[config.mk]
export PLATFORM = sky130hd
export DESIGN_NAME = becm_div
export DESIGN_NICKNAME = d
export VERILOG_FILES = /design/src/rtl/becm_pkg.sv /design/src/rtl/becm_div.sv
export SDC_FILE = /design/constraint.sdc
export NUM_CORES = 1
export LEC_CHECK = 0
export BUFFER_PORTS_ARGS = -buffer_cell sky130_fd_sc_hd__buf_4
export CELL_PAD_IN_SITES_DETAIL_PLACEMENT = 1
export CELL_PAD_IN_SITES_GLOBAL_PLACEMENT = 1
export CORE_MARGIN = 3
export CORE_UTILIZATION = 35
export CTS_CLUSTER_DIAMETER = 30
export DETAILED_ROUTE_END_ITERATION = 16
export GPL_TIMING_DRIVEN = 0
export PLACE_DENSITY_LB_ADDON = 0.1
export SYNTH_ARGS = -nofsm -noshare
export SYNTH_HDL_FRONTEND = slang
export SYNTH_SLANG_ARGS = --single-unit
export TNS_END_PERCENT = 5
[constraint.sdc]
create_clock -name clk -period 5.5 [get_ports clk]
set_input_delay 0.825 -clock clk [delete_from_list [all_inputs] [get_ports clk]]
set_output_delay 0.825 -clock clk [all_outputs]
set_load 0.1 [all_outputs]
[src/rtl/becm_pkg.sv]
// Shared types and constants for the binned event count map.
// Used by becm_div and binned_event_count_map; depends on nothing else.
`default_nettype none

package becm_pkg;

  localparam int MAP_COLS_DEF = 1024;
  localparam int MAP_ROWS_DEF = 256;

  localparam int POS_W    = 16;
  localparam int COORD_W  = 15;
  localparam int BIN_W    = 7;
  localparam int WEIGHT_W = 16;
  localparam int SCALE_W  = 16;
  localparam int PHA_W    = 8;
  localparam int COLS_W   = 11;
  localparam int ROWS_W   = 9;
  localparam int ADDR_W   = 18;
  localparam int VAL_W    = 32;
  localparam int TOTAL_W  = 48;
  localparam int PROD_W   = WEIGHT_W + SCALE_W;
  localparam int CONTRIB_W = PROD_W - 3;
  localparam int CFG_IDX_W = 3;
  localparam int CFG_DATA_W = 16;

  localparam logic [CFG_IDX_W-1:0] REG_PHA_LOW   = 3'd0;
  localparam logic [CFG_IDX_W-1:0] REG_PHA_HIGH  = 3'd1;
  localparam logic [CFG_IDX_W-1:0] REG_SUBTRACT  = 3'd2;
  localparam logic [CFG_IDX_W-1:0] REG_SCALE     = 3'd3;
  localparam logic [CFG_IDX_W-1:0] REG_BIN_X     = 3'd4;
  localparam logic [CFG_IDX_W-1:0] REG_BIN_Y     = 3'd5;
  localparam logic [CFG_IDX_W-1:0] REG_COLS_USED = 3'd6;
  localparam logic [CFG_IDX_W-1:0] REG_ROWS_USED = 3'd7;

  localparam logic CMD_ACCUMULATE = 1'b0;
  localparam logic CMD_READ       = 1'b1;

  typedef enum logic [2:0] {
    ST_CLEAR,
    ST_IDLE,
    ST_DIV,
    ST_INDEX,
    ST_FETCH,
    ST_MODIFY,
    ST_REPLY
  } becm_state_t;

endpackage

`default_nettype wire

[src/rtl/becm_div.sv]
// Iterative restoring divider, one quotient bit per cycle.
// Depends on becm_pkg for its default widths.
`default_nettype none

module becm_div #(
  parameter int DIVIDEND_W = becm_pkg::COORD_W,
  parameter int DIVISOR_W  = becm_pkg::BIN_W
) (
  input  logic                  clk,
  input  logic                  rst,
  input  logic                  start,
  input  logic [DIVIDEND_W-1:0] dividend,
  input  logic [DIVISOR_W-1:0]  divisor,
  output logic [DIVIDEND_W-1:0] quotient,
  output logic                  done
);
  import becm_pkg::*;

  localparam int CNT_W = $clog2(DIVIDEND_W + 1);

  logic                  busy;
  logic [CNT_W-1:0]      cnt;
  logic [DIVISOR_W-1:0]  rem;
  logic [DIVISOR_W-1:0]  dsr;
  logic [DIVIDEND_W-1:0] quo;
  logic [DIVISOR_W:0]    shifted;
  logic                  ge;
  logic [DIVISOR_W-1:0]  rem_next;

  always_comb begin
    shifted  = {rem, quo[DIVIDEND_W-1]};
    ge       = (shifted >= {1'b0, dsr});
    rem_next = ge ? DIVISOR_W'(shifted - {1'b0, dsr}) : shifted[DIVISOR_W-1:0];
  end

  always_ff @(posedge clk) begin
    if (rst) begin
      busy <= 1'b0;
      done <= 1'b0;
      cnt  <= '0;
    end else begin
      done <= 1'b0;
      if (start) begin
        busy <= 1'b1;
        cnt  <= '0;
      end else if (busy) begin
        cnt <= cnt + 1'b1;
        if (cnt == CNT_W'(DIVIDEND_W - 1)) begin
          busy <= 1'b0;
          done <= 1'b1;
        end
      end
    end
  end

  always_ff @(posedge clk) begin
    if (start) begin
      quo <= dividend;
      rem <= '0;
      dsr <= divisor;
    end else if (busy) begin
      quo <= {quo[DIVIDEND_W-2:0], ge};
      rem <= rem_next;
    end
  end

  assign quotient = quo;

endmodule

`default_nettype wire
# After elaboration in Yosys (flattened, before gate mapping)
# Index checks and enable logic that the tools add are counted.
[op_classes] n_addsub=2 n_lt_le_gt_ge=1 n_eq_ne=1 muxes=7 n_bitwise=1 n_reduce_logical=3
[ops] op="$mux 15" n=2
[ops] op="$ge 8x7->1" n=1
[ops] op="$mux 7" n=1
[ops] op="$sub 7x7->7" n=1
[ops] op="$add 4x1->4 const B" n=1
[ops] op="$eq 4x4->1 const B" n=1
[ops] op="$mux 1" n=4
[ops] op="$reduce_or 3->1" n=1
[ops] op="$reduce_bool 2->1" n=1
[ops] op="$reduce_or 2->1" n=1
[ops] op="$not 1->1" n=1
[word_totals] reg_bits=35

# Logic depth before layout (Yosys ltp)
[logic_depth] ltp_word=4 ltp_mapped=9 depth_no_buf=7

# Worst setup path before layout
# No wires, ideal clock.
[synth_path] kind="register to register" from="reg quo[14], in the netlist quotient[14]" to="reg rem[0]" setup_ns=0.088 t_arrival_ns=2.830 required_ns=5.412 path_slack_ns=2.582 stages_incl_launch_ff=10 n_path_buf=2 period_less_slack_ns=2.918 cell_sequence="edfxtp_1 > inv_1 > ha_1 > fa_1 > nand2b_1 > a211o_1 > buf_6 > and3_1 > buf_6 > a311oi_2"
[synth_via] elab_chain_cells=2
[synth_lines] element="start: declaration" line="becm_div.sv:25" rtl="logic [DIVIDEND_W-1:0] quo;"
[synth_lines] element="start signal: assignment" line="becm_div.sv:58" rtl="quo <= dividend;"
[synth_lines] element="start signal: assignment" line="becm_div.sv:62" rtl="quo <= {quo[DIVIDEND_W-2:0], ge};"
[synth_lines] element="$sub 7x7->7 or $ge 8x7->1 (tied branches)" line="becm_div.sv:33, becm_div.sv:32"
[synth_lines] element="$mux 7 (*)" line="becm_div.sv:33" rtl="rem_next = ge ? DIVISOR_W'(shifted - {1'b0, dsr}) : shifted[DIVISOR_W-1:0];"
[synth_lines] element="end signal: assignment" line="becm_div.sv:63" rtl="rem <= rem_next;"
[synth_lines] element="end: declaration" line="becm_div.sv:23" rtl="logic [DIVISOR_W-1:0] rem;"
# Mark *: on every way between the ends. The rest lies on a longest branch, timed or not.
# A chain may end at the register's enable or synchronous reset.

# Worst setup path in the final report
[layout_path] from="reg quo[14], in the netlist quotient[14]" to="reg rem[2]"
# The elaborated chain is that of the path after synthesis.

==> flow_metrics.py <==
metrics = {
    "logic_synthesis": {
        "synth_edf_count": 22,
        "yosysSeqAreaShare": 0.477,
        "synth-simple-area-share": 0.151,
        "syn_nets": 206,
        "synthFlopType": "edfxtp_1",
        "synth_most_common_cell": "edfxtp_1",
        "yosys-top-cells-count": "edfxtp_1 (22), nor2_1 (15), mux2_2 (14)",
        "synth_cells": 171,
        "ys_warn_count": 0,
        "synth-seq-cells": 35,
        "synth_top_family_by_area": "simple AND/OR/NAND/NOR gates",
        "yosysUniqueCellTypes": 43,
        "synthArstFlopShare": 0,
        "netlist_top_cells_area": "edfxtp_1 (34%), dfxtp_1 (13%), mux2_2 (8.2%)",
        "synth-compound-area-share": 0.134,
        "yosys.area.top_type_share": 0.342,
        "synth_area_um2": 1930,
        "synthXorXnorAreaFrac": 0.0272,
        "syn-mean-instance-area_um2": 11.3,
        "yosysTopAreaCell": "edfxtp_1",
        "muxShareOfSynthArea": 0.0868,
        "yosys.area_share.adder": 0.0687,
    },
    "power": {
        "p_seq_frac": 0.434,
        "p_int_uw": 472,
        "powerDensity_nw_per_um2": 301,
        "peakVddDrop_v": 0.000150,
        "leakagePower_nw": 0.958,
        "comb_power_share": 0.297,
        "switching_share": 0.349,
        "power_frac_clock": 0.269,
        "finalPower_uw": 725,
        "power_switching_uw": 253,
    },
    "global_route": {
        "grt_pass1_wl_um": 7620,
        "track_usage": 0.153,
        "grt_max_degree": 16,
        "grt_pass1_vias": 1663,
        "grt_overflow": 0,
        "antenna_found_initial": 0,
    },
    "clock_tree": {
        "worstSkewPairLatency_ns": 0.29,
        "cts_max_path_buffers": 2,
        "hold_buffers": 0,
        "clk_pin_slew_ns": 0.07,
        "cts_max_level": 2,
        "cts_setup_buffers": 0,
        "clkSinkCount": 35,
        "cts_buffers": 5,
        "cts_resized": 0,
        "cts_tree": "built",
        "cts-root-buf": "clkbuf_8",
    },
    "setup_path": {
        "critical_path_cell_count": 9,
        "cp_slowest_cell": "fa_1",
        "cpLargestDelayFamily": "adder cells",
        "start_kind": "register",
        "critPathKind": "reg -> reg",
        "arrival_ns": 2.52,
        "slowest_delay_ns": 0.40,
        "crit_buf_inv": 3,
        "crit_chain": "inv_1, ha_1, fa_1, nand2b_1, a211o_1, buf_6, and3_1, buf_6, a311oi_2",
        "rr_worst_depth": 9,
        "required_ns": 5.70,
        "cp_max_fo": 9,
        "cp-end-kind": "register",
        "crit_top_cell": "buf_6",
    },
    "placed_design": {
        "hpwl_um": 3330,
        "gp_congestion": 0.785,
        "numPortBuffers": 40,
        "dp_cells": 281,
    },
    "timing": {
        "finalHoldViolations": 0,
        "tns_ns": 0,
        "max_clock_freq_mhz": 430,
        "setup_violations": 0,
        "tightest_slew_ns": 0.538,
        "rsz0062_at_grt": "false",
        "maxSlewViolCount": 0,
        "slew_headroom": 0.641,
        "clock_skew_ns": 0.0147,
        "finalCriticalPeriod_ns": 2.33,
        "finalCritPeriodShare": 0.423,
    },
    "floorplanning": {
        "core_area_um2": 5200,
        "die_area_um2": 6440,
        "rows": 26,
        "pin_count": 41,
        "die_h_um": 80.3,
        "die_x_um": 80.3,
        "start_util": 0.371,
    },
    "status": {
        "status": "finished, final reports clean",
    },
    "route": {
        "totalWireLength_um": 4350,
        "drc_errors": 0,
        "wl_per_cell_um": 15.1,
        "viasPerCell": 5.03,
        "drtAntennaViolNets": 0,
        "vias": 1454,
        "drt-initial-drc-count": 35,
        "drtPass1Iterations": 4,
    },
    "worst_hold_path": {
        "worstHoldPathType": "reg -> reg",
        "min_path_cells": 2,
    },
    "finish": {
        "nFillCells": 586,
        "area_growth_pct": 24.8,
        "fin_nets": 253,
        "layout-drive-gt1-share": 0.347,
        "stdcell_count": 289,
        "diodes": 0,
    },
    "flow_run": {
        "maxCapViolCount": 0,
    },
}
## worst min-delay path: cells and delay by family, from the launching register on
kind | cells | cell delay, ns
and+or+nand+nor | 2 | 0.14
DFF | 1 | 0.34
## registers in the layout (all words and copies together) (netlist names)
| register | flops |
|---|---|
| quotient | 15 |
| dsr | 7 |
| rem | 7 |
| cnt | 4 |
| busy | 1 |
| done | 1 |
## cells in the final DEF (no fill, tap or decap), types with 2 or more instances in the layout
| master | netlist | final |
|---|---|---|
| edfxtp_1 | 22 | 22 |
| a21o_1 | 3 | 3 |
| nand3b_1 | 3 | 3 |
| xor2_1 | 3 | 3 |
| nor2_1 | 15 | 15 |
| a21oi_1 | 2 | 2 |
| a41oi_1 | 4 | 4 |
| nand2b_1 | 5 | 5 |
| o21ai_0 | 2 | 2 |
| mux2_2 | 14 | 14 |
| buf_4 | 1 | 41 |
| nand2_1 | 8 | 8 |
| a31oi_1 | 2 | 2 |
| a211oi_1 | 4 | 4 |
| clkbuf_1 | 5 | 6 |
| buf_6 | 2 | 2 |
| inv_1 | 13 | 13 |
| nor3b_1 | 6 | 6 |
| or2_1 | 2 | 2 |
| ha_1 | 9 | 9 |
| nand3_1 | 2 | 2 |
| nand4_1 | 4 | 4 |
| or3b_2 | 3 | 3 |
| a311oi_2 | 2 | 2 |
| xnor2_1 | 3 | 3 |
| o21bai_1 | 2 | 2 |
| clkbuf_8 | 0 | 6 |
| o31ai_2 | 2 | 2 |
| dfxtp_1 | 13 | 13 |
## power groups by stage
stage,Sequential [mW],Combinational (mW),Clock (mW)
after detailed placement,0.321,0.217,0
after global routing,0.318,0.231,0.211
final,0.315,0.215,0.195
after global placement,0.320,0.214,0
after CTS,0.316,0.217,0.201
after floorplan,0.404,0.0794,0
## per-layer routing
layer  global-route usage  wire length, um
met2                0.269             2200
met4               0.0557               64
met1                0.179             1900
met3               0.0359              193
met5                    0                0
## stage by stage
stage | util | instance area (um2) | worst slack [ns] | hold slack [ns]
final | 0.463 | 2410 | 3.17 | 0.522
after global placement | 0.445 | 2320 | 3.22 | 0.485
after floorplan | - | 1930 | 2.58 | 0.467
after CTS | 0.463 | 2410 | 3.16 | 0.516
after global routing | 0.463 | 2410 | 3.03 | 0.561
after detailed placement | 0.445 | 2320 | 3.19 | 0.501
## final cells by class
type	instances	area, um2	area share
Buffer	10	57.6	0.0239
Clock buffer	7	86.3	0.0358
Clock inverter	1	5.00	0.00208
Inverter	13	48.8	0.0202
Multi-Input combinational cell	113	903	0.375
Sequential cell	35	921	0.382
Tap cell	70	87.6	0.0363
Timing Repair Buffer	40	300	0.125
## path summary, 6_finish.rpt
check | start | endpoint | slack [ns]
min | cnt[3] | done | 0.52
min reg2reg | cnt[3] | done | 0.52
max reg2reg | quotient[14] | rem[2] | 3.17
max | quotient[14] | rem[2] | 3.17
## logic make-up (layout without fill, tap and decap cells)
group	count (synthesis)	count (layout)
compound gates	30	30
xor+xnor	6	6
fa+ha+maj	10	10
buf+inv	23	71
flops	35	35
mux	15	15
simple gates	52	52
Note: power is estimated with default switching activity, not from simulation.
